===== config.mk =====
export PLATFORM = sky130hd
export DESIGN_NAME = rtc_time_bcd_encoder_top
export DESIGN_NICKNAME = d
export VERILOG_FILES = /design/src/rtl/rtcbcd_pkg.sv /design/src/rtl/rtcbcd_check.sv /design/src/rtl/rtcbcd_pack.sv /design/src/rtl/rtc_time_bcd_encoder_top.sv
export SDC_FILE = /design/constraint.sdc
export NUM_CORES = 1
export LEC_CHECK = 0
export BUFFER_PORTS_ARGS = -buffer_cell sky130_fd_sc_hd__buf_4
export CAP_MARGIN = 0
export CORE_UTILIZATION = 50
export DETAILED_ROUTE_END_ITERATION = 16
export PLACE_DENSITY = 0.71
export RECOVER_POWER = 50
export REMOVE_ABC_BUFFERS = 1
export SYNTH_ARGS = -nofsm -noshare
export SYNTH_HDL_FRONTEND = slang
export SYNTH_SLANG_ARGS = --single-unit

===== constraint.sdc =====
create_clock -name i_clk -period 5.9 [get_ports i_clk]
set_input_delay 0 -clock i_clk [delete_from_list [all_inputs] [get_ports i_clk]]
set_output_delay 0 -clock i_clk [all_outputs]
set_load 0.03 [all_outputs]

===== src/rtl/rtcbcd_pkg.sv =====
// Shared types, constants and helper functions for the RTC BCD encoder.
`default_nettype none

package rtcbcd_pkg;

    localparam logic [11:0] BASE_YEAR   = 12'd2000;
    localparam logic [11:0] LAST_YEAR   = 12'd2099;
    localparam logic [7:0]  HALT_BIT    = 8'h80;
    localparam logic [7:0]  MODE12_BIT  = 8'h40;
    localparam logic [7:0]  PM_BIT      = 8'h20;
    localparam logic [5:0]  MAX_MIN_SEC = 6'd59;
    localparam logic [4:0]  MAX_HOUR12  = 5'd12;
    localparam logic [4:0]  MAX_HOUR24  = 5'd23;
    localparam logic [3:0]  MAX_MONTH   = 4'd12;

    localparam int IN_BITS   = 44;
    localparam int IN_BYTES  = (IN_BITS + 7) / 8;
    localparam int OUT_BITS  = 57;
    localparam int OUT_BYTES = (OUT_BITS + 7) / 8;

    // Binary calendar time, last field (year) in the lowest bits.
    typedef struct packed {
        logic       halt_kept;
        logic       pm;
        logic       twelve_hour;
        logic [5:0] seconds;
        logic [5:0] minutes;
        logic [4:0] hours;
        logic [2:0] weekday;
        logic [4:0] mday;
        logic [3:0] month;
        logic [11:0] year;
    } t_time;

    // Timekeeping register image, status in the lowest bit.
    typedef struct packed {
        logic [7:0] year_byte;
        logic [7:0] month_byte;
        logic [7:0] date_byte;
        logic [7:0] weekday_byte;
        logic [7:0] hours_byte;
        logic [7:0] minutes_byte;
        logic [7:0] seconds_byte;
        logic       status;
    } t_regs;

    // Binary to two-digit BCD for 0..99; tens digit by reciprocal multiply.
    function automatic logic [7:0] f_to_bcd(input logic [6:0] v);
        logic [13:0] prod;
        logic [3:0]  tens;
        logic [6:0]  t10;
        logic [3:0]  ones;
        prod = v * 7'd103;
        tens = prod[13:10];
        t10  = {3'b000, tens} * 7'd10;
        ones = 4'(v - t10);
        return {tens, ones};
    endfunction

    // Days in a month; zero for month codes that mean nothing.
    function automatic logic [4:0] f_month_len(input logic [3:0] m, input logic leap);
        logic [4:0] len;
        unique case (m)
            4'd1, 4'd3, 4'd5, 4'd7, 4'd8, 4'd10, 4'd12: len = 5'd31;
            4'd4, 4'd6, 4'd9, 4'd11:                    len = 5'd30;
            4'd2:                                       len = leap ? 5'd29 : 5'd28;
            default:                                    len = 5'd0;
        endcase
        return len;
    endfunction

endpackage

`default_nettype wire


===== src/rtl/rtcbcd_check.sv =====
// Range and calendar validation of one binary time record.
`default_nettype none

module rtcbcd_check (
    input  var rtcbcd_pkg::t_time i_time,
    output logic                  o_ok
);

    logic       yr_ok;
    logic       mon_ok;
    logic       date_ok;
    logic       hr_ok;
    logic       leap;
    logic [4:0] mlen;

    // Inside 2000..2099 the Gregorian rule reduces to divisible by four.
    assign leap   = (i_time.year[1:0] == 2'b00);
    assign mlen   = rtcbcd_pkg::f_month_len(i_time.month, leap);
    assign yr_ok  = (i_time.year >= rtcbcd_pkg::BASE_YEAR) &&
                    (i_time.year <= rtcbcd_pkg::LAST_YEAR);
    assign mon_ok = (i_time.month != 4'd0) && (i_time.month <= rtcbcd_pkg::MAX_MONTH);
    assign date_ok = (i_time.mday != 5'd0) && (i_time.mday <= mlen);

    always_comb begin
        if (i_time.twelve_hour) begin
            hr_ok = (i_time.hours != 5'd0) && (i_time.hours <= rtcbcd_pkg::MAX_HOUR12);
        end else begin
            hr_ok = (i_time.hours <= rtcbcd_pkg::MAX_HOUR24);
        end
    end

    assign o_ok = yr_ok && mon_ok && date_ok && hr_ok &&
                  (i_time.weekday != 3'd0) &&
                  (i_time.minutes <= rtcbcd_pkg::MAX_MIN_SEC) &&
                  (i_time.seconds <= rtcbcd_pkg::MAX_MIN_SEC);

endmodule

`default_nettype wire


===== src/rtl/rtcbcd_pack.sv =====
// BCD packing of a checked time record into the seven register bytes.
`default_nettype none

module rtcbcd_pack (
    input  var rtcbcd_pkg::t_time i_time,
    input  logic                  i_ok,
    output rtcbcd_pkg::t_regs     o_regs
);

    logic [7:0] hrs_bcd;
    logic [7:0] pm_mask;

    assign hrs_bcd = rtcbcd_pkg::f_to_bcd({2'b00, i_time.hours});
    assign pm_mask = i_time.pm ? rtcbcd_pkg::PM_BIT : 8'h00;

    always_comb begin
        o_regs = '0;
        if (i_ok) begin
            o_regs.status       = 1'b0;
            o_regs.seconds_byte = rtcbcd_pkg::f_to_bcd({1'b0, i_time.seconds}) |
                                  (i_time.halt_kept ? rtcbcd_pkg::HALT_BIT : 8'h00);
            o_regs.minutes_byte = rtcbcd_pkg::f_to_bcd({1'b0, i_time.minutes});
            o_regs.hours_byte   = i_time.twelve_hour ?
                                  (rtcbcd_pkg::MODE12_BIT | pm_mask | hrs_bcd) : hrs_bcd;
            o_regs.weekday_byte = rtcbcd_pkg::f_to_bcd({4'b0000, i_time.weekday});
            o_regs.date_byte    = rtcbcd_pkg::f_to_bcd({2'b00, i_time.mday});
            o_regs.month_byte   = rtcbcd_pkg::f_to_bcd({3'b000, i_time.month});
            o_regs.year_byte    = rtcbcd_pkg::f_to_bcd(7'(i_time.year - rtcbcd_pkg::BASE_YEAR));
        end else begin
            o_regs.status = 1'b1;
        end
    end

endmodule

`default_nettype wire


===== src/rtl/rtc_time_bcd_encoder_top.sv =====
// Top level of the RTC calendar time to BCD register encoder.
//
//  channel  dir  beat contents                               handshake
//  s        in   one binary time record (tdata, 48 bits)     i_s_tvalid / o_s_tready
//  m        out  status + seven BCD register bytes (64 bits) o_m_tvalid / i_m_tready
//
//  A beat is captured in the input register, then the check and BCD
//  pack logic loads the result register.
//  Throughput is one beat per cycle while the sink keeps i_m_tready high.
//  When the result register is held, the input register holds too and
//  o_s_tready drops only if the input register is also full.
//  Synchronous active-low reset empties both stages.
`default_nettype none

module rtc_time_bcd_encoder_top (
    input  logic        i_clk,
    input  logic        i_rst_n,
    // year[11:0] month[15:12] mday[20:16] weekday[23:21] hours[28:24]
    // minutes[34:29] seconds[40:35] twelve_hour[41] pm[42] halt_kept[43], zero pad
    input  logic [rtcbcd_pkg::IN_BYTES*8-1:0]  i_s_tdata,
    input  logic        i_s_tvalid,
    output logic        o_s_tready,
    // status[0] seconds_byte[8:1] minutes_byte[16:9] hours_byte[24:17]
    // weekday_byte[32:25] date_byte[40:33] month_byte[48:41] year_byte[56:49], zero pad
    output logic [rtcbcd_pkg::OUT_BYTES*8-1:0] o_m_tdata,
    output logic        o_m_tvalid,
    input  logic        i_m_tready
);

    // Input stage
    logic              r_s1_vld;
    logic              n_s1_vld;
    rtcbcd_pkg::t_time r_s1;
    // Result stage
    logic              r_out_vld;
    logic              n_out_vld;
    rtcbcd_pkg::t_regs r_out;
    rtcbcd_pkg::t_regs enc;

    logic s_acc;
    logic s1_move;
    logic ok;

    // Result register can take a new beat when empty or being drained.
    assign s1_move    = r_s1_vld && (!r_out_vld || i_m_tready);
    assign o_s_tready = !r_s1_vld || s1_move;
    assign s_acc      = i_s_tvalid && o_s_tready;

    assign n_s1_vld  = s_acc || (r_s1_vld && !s1_move);
    assign n_out_vld = s1_move || (r_out_vld && !i_m_tready);

    always_ff @(posedge i_clk) begin
        if (!i_rst_n) begin
            r_s1_vld  <= 1'b0;
            r_out_vld <= 1'b0;
        end else begin
            r_s1_vld  <= n_s1_vld;
            r_out_vld <= n_out_vld;
        end
    end

    always_ff @(posedge i_clk) begin
        if (s_acc) begin
            r_s1 <= rtcbcd_pkg::t_time'(i_s_tdata[rtcbcd_pkg::IN_BITS-1:0]);
        end
        if (s1_move) begin
            r_out <= enc;
        end
    end

    rtcbcd_check u_check (
        .i_time (r_s1),
        .o_ok   (ok)
    );

    rtcbcd_pack u_pack (
        .i_time (r_s1),
        .i_ok   (ok),
        .o_regs (enc)
    );

    assign o_m_tvalid = r_out_vld;
    assign o_m_tdata  = {{(rtcbcd_pkg::OUT_BYTES*8-rtcbcd_pkg::OUT_BITS){1'b0}}, r_out};

    // An invalid record carries all-zero bytes, halt bit included.
    a_invalid_zero: assert property (@(posedge i_clk) disable iff (!i_rst_n)
        (r_out_vld && r_out.status) |-> (r_out[rtcbcd_pkg::OUT_BITS-1:1] == '0))
        else $error("invalid result has nonzero bytes");

    // A valid year byte always holds two decimal digits.
    a_year_digit: assert property (@(posedge i_clk) disable iff (!i_rst_n)
        (r_out_vld && !r_out.status) |-> (r_out.year_byte[7:4] <= 4'd9 &&
                                          r_out.year_byte[3:0] <= 4'd9))
        else $error("year byte not BCD");

    // Minutes never set the top bit; hours never set bit 7.
    a_top_bits: assert property (@(posedge i_clk) disable iff (!i_rst_n)
        r_out_vld |-> (!r_out.minutes_byte[7] && !r_out.hours_byte[7]))
        else $error("reserved bit set in result");

    // A held input stage keeps its record while the result side stalls.
    a_s1_hold: assert property (@(posedge i_clk) disable iff (!i_rst_n)
        (r_s1_vld && !s1_move) |=> (r_s1_vld && $stable(r_s1)))
        else $error("input stage lost a stalled beat");

    // A stalled result stays in place.
    a_out_hold: assert property (@(posedge i_clk) disable iff (!i_rst_n)
        (r_out_vld && !i_m_tready) |=> (r_out_vld && $stable(r_out)))
        else $error("result register changed while stalled");

endmodule

`default_nettype wire

# Yosys cells after proc, flatten, opt, wreduce, memory -nomap -nowiden
# Index checks and enable logic that the tools add are counted.
dict set report totals {
  ff_bits 103
  input_bits 52
  output_inout_bits 66
}
dict set report op_classes {
  n_bitwise 2
  n_lt_le_gt_ge 8
  add_sub_neg 7
  n_eq_ne 12
  n_reduce_logical 30
  muxes 7
  mul 12
}
# cell n
set ops {}
lappend ops {{6-bit by 7-bit multiplier with 13-bit output (second input constant)} 2}
lappend ops {{5-bit by 7-bit multiplier with 12-bit output (second input constant)} 2}
lappend ops {{4-bit subtractor} 6}
lappend ops {{4-bit equality test (second input constant)} 5}
lappend ops {{4-bit by 3-bit equality test with 1-bit output (second input constant)} 4}
lappend ops {{5-bit case mux with 3 select lines} 1}
lappend ops {{1-bit logical AND} 14}
lappend ops {{7-bit by 7-bit multiplier with 14-bit output (second input constant)} 1}
lappend ops {{12-bit by 11-bit greater-or-equal comparator with 1-bit output (second input constant)} 1}
lappend ops {{12-bit less-or-equal comparator (second input constant)} 1}
lappend ops {{6-bit less-or-equal comparator (second input constant)} 2}
lappend ops {{6-bit 2-to-1 mux} 2}
lappend ops {{4-bit by 7-bit multiplier with 11-bit output (second input constant)} 1}
lappend ops {{5-bit nonzero test} 2}
lappend ops {{4-bit by 2-bit equality test with 1-bit output (second input constant)} 2}
lappend ops {{8-bit 2-to-1 mux} 1}
lappend ops {{7-bit by 8-bit bitwise OR with 8-bit output} 1}
lappend ops {{7-bit by 6-bit bitwise OR with 7-bit output} 1}
lappend ops {{7-bit OR reduction} 1}
lappend ops {{7-bit subtractor (second input constant)} 1}
lappend ops {{2-bit by 3-bit multiplier with 3-bit output (second input constant)} 2}
lappend ops {{3-bit by 3-bit multiplier with 3-bit output (second input constant)} 2}
lappend ops {{5-bit by 4-bit less-or-equal comparator with 1-bit output (second input constant)} 1}
lappend ops {{5-bit less-or-equal comparator} 1}
lappend ops {{13 further kinds} 21}

# Logic depth before layout (Yosys ltp)
# Gate-level depths: netlist (run 1).
dict set report logic_depth {
  word_depth 11
  mapped_depth 21
  ltp_nobuf 21
}

# By module
# From an unflattened synthesis (run 1), not the netlist that was laid out.
dict set report unflattened {
  cells_unflattened 634
  hier_area_um2 7828.8
}
# module area_each_um2 cells_per_inst instances
set by_module_without_submodules {}
lappend by_module_without_submodules {rtcbcd_pack 4325.4 476 1}
lappend by_module_without_submodules {rtc_time_bcd_encoder_top 3193.1 118 1}
lappend by_module_without_submodules {rtcbcd_check 310.3 40 1}

# Worst setup path after synthesis (run 1)
# No wires, ideal clock.
dict set report synth_path {
  path_kind {register to register}
  start {reg r_s1[4] (netlist bit)}
  end {reg r_out, in the netlist o_m_tdata[52] (data pin)}
  setup_ns 0.262
  slack_ns 0.857
  arrival_ns 4.781
  period_less_slack_ns 5.043
  required_ns 5.638
  n_path_buf 0
  path_stages_with_launch 22
  path_cell_list {edfxtp_1 inv_1 ha_1 xnor2_1 ha_1 inv_1 fa_1 inv_1 fa_1 ha_1 ha_1 o21a_1 o21ai_0 o211a_1 xnor2_1 ha_1 inv_1 fa_1 xor2_1 xnor3_1 xnor2_1 nor3_1}
}
dict set report synth_between {
  elab_chain_len 8
  elab_cells_between_ends 13
  cone_classes {2 x add/sub; 2 x mul; 2 x order compare; 7 x reduce/logical}
}
# element line
set synth_lines {}
lappend synth_lines {{start: declaration} rtc_time_bcd_encoder_top.sv:33} ;# rtcbcd_pkg::t_time r_s1;
lappend synth_lines {{start signal: assignment} rtc_time_bcd_encoder_top.sv:64} ;# r_s1 <= rtcbcd_pkg::t_time'(i_s_tdata[rtcbcd_pkg::IN_BITS-1:0]);
lappend synth_lines {{branches (longest 8 deep; another with 7-bit by 7-bit multiplier with 14-bit output)} -}
lappend synth_lines {{end signal: assignment} rtc_time_bcd_encoder_top.sv:67} ;# r_out <= enc;
lappend synth_lines {{end: declaration} rtc_time_bcd_encoder_top.sv:37} ;# rtcbcd_pkg::t_regs r_out;
# Several ways; the timed one is not identified.
# A chain may end at the register's enable or synchronous reset.

# Worst setup path in the final report (run 1)
# Same ends and word-level chain as after synthesis.

==> out/qor.txt, run 1 <==
Outcome = finished with violations
Failing checks = capacitance limit, slew limit
Clock Tree Buf Depth = 2
Final setup viols = 0
Final period utilization = 93.1%
Unrepaired setup endpoints after global routing = false
Rows = 45
Top cells by area, synth = edfxtp_1 (34%), ha_1 (27%), fa_1 (9.5%), inv_1 (5.2%), nor3b_2 (2.1%)
Cells along the critical path = inv_1 > ha_1 > xnor2_1 > ha_1 > inv_1 > fa_1 > inv_1 > fa_1 > ha_1 > ha_1 > o21a_1 > o21ai_0 > o211a_1 > xnor2_1 > ha_1 > inv_1 > fa_1 > xor2_1 > xnor3_1 > xnor2_1 > nor3_1
IO Count = 118
Initial antenna violation count = 0
Fmax = 182 MHz
Share of post-route cells with drive strength above 1 = 11.9%
Worst EP arrival = 5.57 ns
Initial detailed-routing violation count = 198
Number of synthesized flops with an enable pin = 89
DR WL/cell = 15.7 um
CP delay by family, top = adder cells
H-tree depth = 3
IO Port Bufs = 94
Synthesized flop and latch total = 91
Antenna Cells = 0
Max Cap Viol = 1
Die H = 127 um
CTS tree = yes
Sequential element share of the synthesized area = 34.8%
Vias = 5171
Filler Cell Count = 1201
Max stage delay cell, worst path = fa_1
Power Dens Cells = 257 mW/mm2
Gpl congestion = 0.868
Setup crit start = r_s1[4]
Buffer and inverter count on the worst path = 4
Syn Area/Cell = 11.9 um2
Synth cell types = 56
Top-area cell type share of the netlist area = 34.3%
Starting density of the core = 51.2%
Setup Buffers After CTS = 0
Post-synth ARST share = 0%
Die span in x = 127 um
Mapped Cells = 654
Critical path capture point type = flop
DR pass1 iterations = 4
Reg area = 0.00271 mm2
Post-synth top area cell = edfxtp_1
Core ar. = 0.0152 mm2
Crit-path max FO = 4
Tmin final = 5.49 ns
Drt drc = 0
Crit-path most repeated cell = ha_1
Synth Cell Area = 0.00778 mm2
Multi-input logic area = 0.00455 mm2
Die area = 0.0161 mm2
Maximum vdd drop = 0.233 mV
Slew Viols, Final = 46
HP Class = input pin to flop
Clock latency at the later pin of the worst-skew pair = 0.35 ns
Overall Global Routing Usage = 20.6%
Setup TNS = 0 ns
Pleak = 4.22 nW
Largest net degree at the start of global routing = 46
Clock sinks = 91
Hold Fails Final Rpt = 0
CP Class = flop to flop
Critical Path RT = 5.98 ns
Global route total overflow = 0
CTS Hold Bufs = 46
Slew HR = -78.6%
Synth warnings = 0
Skew final = 0.00843 ns
Worst-Margin Slew = 2.68 ns
Hold Crit Start = i_m_tready
Num CTS Buffers = 9
Area grow syn2layout = 18.4%
First-pass GRT wire length = 25500 um
Clock slew at reported path FFs = 0.06 ns
Final ANT Viol Nets = 0
Critical Path Max Stage Delay = 0.53 ns
Utilization after layout = 60.7%
Post-Route WL = 15600 um
CP startpoint kind = flop
Layout net count = 1053
Synth Flop Type = edfxtp_1
Post-DP HPWL = 11600 um
CTS Root Cell = clkbuf_16
Critical R2R Launch = r_s1[4]
Via density = 5.21
Vias in the first global route = 5368
Post-CTS sizing = 0
-- cells by family after synthesis --
logic type	share of synthesized area, %
xor+xnor	4.76
buf+inv	7.71
simple gates	9.32
other cells	0.0482
flops	34.8
fa+ha+maj	36.0
compound gates	6.88
mux	0.402
-- where the power goes --
group	internal, W	leakage (nW)	switching (W)
clock network	0.000369	0.149	0.000250
registers	0.000756	0.845	0.0000328
logic	0.000430	3.23	0.000527
total	0.00155	4.22	0.000811
-- layout make-up --
| class | instances | share of cell area (%) |
|---|---|---|
| Clock inverter | 7 | 1.00 |
| Multi-Input combinational cell | 447 | 49.3 |
| Inverter | 107 | 4.36 |
| Sequential cell | 91 | 29.4 |
| Tap cell | 188 | 2.55 |
| Timing Repair Buffer | 143 | 10.9 |
| Clock buffer | 9 | 2.44 |
-- cells in the final DEF (no fill, tap or decap), drive strengths merged, types with 7 or more instances in the layout --
cell,n
a21oi,17
clkbuf,101
conb,19
dlygate4sd3,46
edfxtp,89
fa,37
ha,165
inv,107
nand2,20
nor2,12
nor2b,7
nor3,30
nor3b,16
o21a,9
o21ai,9
xnor2,18
xor2,14
-- worst paths after layout --
kind | end | slack, ns | cells past startpoint
setup reg to reg | o_m_tdata[52] | 0.41 | 21
setup / recovery | o_m_tdata[52] | 0.41 | 21
hold reg to reg | o_m_tvalid | 0.55 | 1
hold / removal | o_m_tvalid | 0.03 | 3
-- stage by stage --
step	hold slack, ns	instances	cell area, um2	setup slack, ns	power (W)
final	0.0291	992	9220	0.409	0.00237
after global routing	0.0387	992	9220	0.0299	0.00254
after CTS	0.0146	992	9400	0.403	0.00241
after detailed placement	0.179	930	8630	0.405	0.00175
after global placement	0.178	930	8630	0.590	0.00170
after floorplan	0.0989	645	7650	0.795	0.00151
-- flip-flops by register name, summed over array words and instances (netlist names) --
register	flops
r_s1_vld	1
r_s1	44
o_m_tvalid	1
o_m_tdata	45
-- synthesized netlist by cell type (all sizes together) (6+ instances only) --
cell type and number:
a211oi 6, nor3 30, inv 107, or2 6, nand4 6, edfxtp 89, buf 25, o21ai 9
xnor2 18, nor2 12, nor3b 16, a21oi 17, xor2 14, o21a 9, fa 37, nor2b 7
ha 165, nand2 20
-- metal layers --
layer  share of wire [%]  track usage, %  wire (um)
met4                 1.3            6.16        195
met3                 3.4            4.18        531
met5                   0               0          0
met2                  52            37.7       8150
met1                  43            24.3       6680
-- worst register-to-register path, delay by kind of cell, from the launching register on --
family / cells / cell delay, ns
fa+ha+maj: 8 / 2.78
xor+xnor: 5 / 0.89
compound gates: 3 / 0.69
flops: 1 / 0.46
buf+inv: 4 / 0.33
simple gates: 1 / 0.06
Note: power is estimated with default switching activity, not from simulation.
==> inputs of run 2 (changes only) <==
--- a/config.mk
+++ b/config.mk
@@ -7,6 +7,7 @@
 export LEC_CHECK = 0
 export BUFFER_PORTS_ARGS = -buffer_cell sky130_fd_sc_hd__buf_4
 export CAP_MARGIN = 0
+export CORE_ASPECT_RATIO = 1.75
 export CORE_UTILIZATION = 50
 export DETAILED_ROUTE_END_ITERATION = 16
 export PLACE_DENSITY = 0.71
==> run 2 against run 1 <==
The run still ends with capacitance limit, slew limit left. Via count is 1.3% higher. Worst hold slack better by 0.010 ns. Clock power is 2% higher. Setup slack better by 0.0090 ns. Critical path depth stayed put. Combinational power is 0.8% higher. Clock skew is 0.0055 ns higher. Design area stayed put.
==> out/qor.txt, run 2 (synthesis results as in run 1) <==
Final period utilization = 92.9%
Skew final = 0.0140 ns
Critical Path RT = 5.97 ns
Die span in x = 96.3 um
Num CTS Buffers = 9
Utilization after layout = 60.2%
Initial detailed-routing violation count = 145
Setup TNS = 0 ns
DR pass1 iterations = 4
Design Area, Final = 0.00922 mm2
Most used routing layer in global routing = met2
Area grow syn2layout = 18.4%
Largest net degree at the start of global routing = 46
IO Port Bufs = 94
Post-DP HPWL = 12700 um
CP startpoint kind = flop
M3 GR Usage = 2.88%
Clock sinks = 91
Initial antenna violation count = 0
H-tree depth = 3
Crit-path max FO = 4
Slew Viols, Final = 46
Final setup viols = 0
Met2 track demand over resource = 43.7%
Maximum vdd drop = 0.208 mV
Clock latency at the later pin of the worst-skew pair = 0.35 ns
Die area = 0.0161 mm2
Overall Global Routing Usage = 21.8%
Antenna Cells = 0
Critical Path Max Stage Delay = 0.53 ns
CTS Root Cell = clkbuf_16
Die H = 167 um
Clock slew at reported path FFs = 0.07 ns
Fmax = 182 MHz
Drt drc = 0
Layout net count = 1052
Tmin final = 5.48 ns
Starting density of the core = 50.8%
Max reg flops = 45
Hold Fails Final Rpt = 0
IO Count = 118
HP Class = input pin to flop
Worst-Margin Slew = 2.71 ns
Post-Route WL = 16300 um
Met1 Track Usage GR = 21.6%
Failing checks = capacitance limit, slew limit
First-pass GRT wire length = 26600 um
Cells along the critical path = inv_1 > ha_1 > xnor2_1 > ha_1 > inv_1 > fa_1 > inv_1 > fa_1 > ha_1 > ha_1 > o21a_1 > o21ai_0 > o211a_1 > xnor2_1 > ha_1 > inv_1 > fa_1 > xor2_1 > xnor3_1 > xnor2_1 > nor3_1
CP delay by family, top = adder cells
Crit-path most repeated cell = ha_1
Post-CTS sizing = 0
CTS tree = yes
Vias in the first global route = 5846
Setup Buffers After CTS = 0
Core ar. = 0.0153 mm2
Placed cell area = 0.00862 mm2
Max stage delay cell, worst path = fa_1
Worst EP arrival = 5.55 ns
Via density = 5.30
DR WL/cell = 16.5 um
Commonest non-fill, non-tap cell in the layout = ha_1
Share of post-route cells with drive strength above 1 = 12.1%
Buffer and inverter count on the worst path = 4
Gpl congestion = 0.901
Clock Tree Buf Depth = 2
Outcome = finished with violations
Global route total overflow = 0
Vias = 5237
CP Class = flop to flop
Pleak = 4.23 nW
Final ANT Viol Nets = 0
Power Dens Cells = 259 mW/mm2
Max Cap Viol = 1
Most frequent cells in the layout = ha_1 (165), inv_1 (107), edfxtp_1 (89)
Critical path capture point type = flop
Unrepaired setup endpoints after global routing = false
Slew HR = -80.5%
Filler Cell Count = 1263
Rows = 60
-- run 2: final cells by class --
class | instances | area [um2] | area share, %
Inverter | 107 | 402 | 4.36
Sequential cell | 91 | 2710 | 29.4
Timing Repair Buffer | 142 | 1000 | 10.9
Multi-Input combinational cell | 447 | 4550 | 49.3
Tap cell | 186 | 233 | 2.52
Clock inverter | 7 | 98.8 | 1.07
Clock buffer | 9 | 225 | 2.44
-- run 2: worst paths after layout --
check / from / to / slack (ns) / depth (start not counted)
setup reg to reg: r_s1[4] / o_m_tdata[52] / 0.42 / 21
hold / removal: i_m_tready / o_m_tvalid / 0.04 / 3
setup / recovery: r_s1[4] / o_m_tdata[52] / 0.42 / 21
hold reg to reg: r_s1_vld / o_m_tvalid / 0.55 / 1
-- run 2: power by group --
| part | switching, W | internal (W) |
|---|---|---|
| Sequential | 0.0000335 | 0.000755 |
| Clock | 0.000256 | 0.000375 |
| Combinational | 0.000533 | 0.000432 |
-- run 2: worst min-delay path: cells and delay by family --
| kind | cells | cell delay, ns |
|---|---|---|
| compound gates | 1 | 0.18 |
| buf+inv | 1 | 0.08 |
| simple gates | 1 | 0.08 |
-- run 2: repair_timing --
item,in CTS,in global routing
hold buffers,46,0
setup endpoints to repair,0,0
hold endpoints to repair,46,0
-- run 2: per-layer routing --
layer,part of all wire (%),vias to the layer above
met3,3.3,31
met5,0,-
met1,36,2557
met4,2.5,0
li1,-,2531
met2,58,118
-- run 2: stage by stage --
| step | hold slack [ns] | cells | total power [W] | setup WS, ns |
|---|---|---|---|---|
| 2_1_floorplan | 0.0989 | 645 | 0.00151 | 0.795 |
| 3_3_place_gp | 0.178 | 927 | 0.00172 | 0.551 |
| 3_5_place_dp | 0.179 | 927 | 0.00176 | 0.403 |
| 4_1_cts | 0.0287 | 989 | 0.00243 | 0.392 |
| 5_1_grt | 0.0458 | 989 | 0.00256 | 0.0704 |
| 6_report | 0.0393 | 989 | 0.00239 | 0.418 |
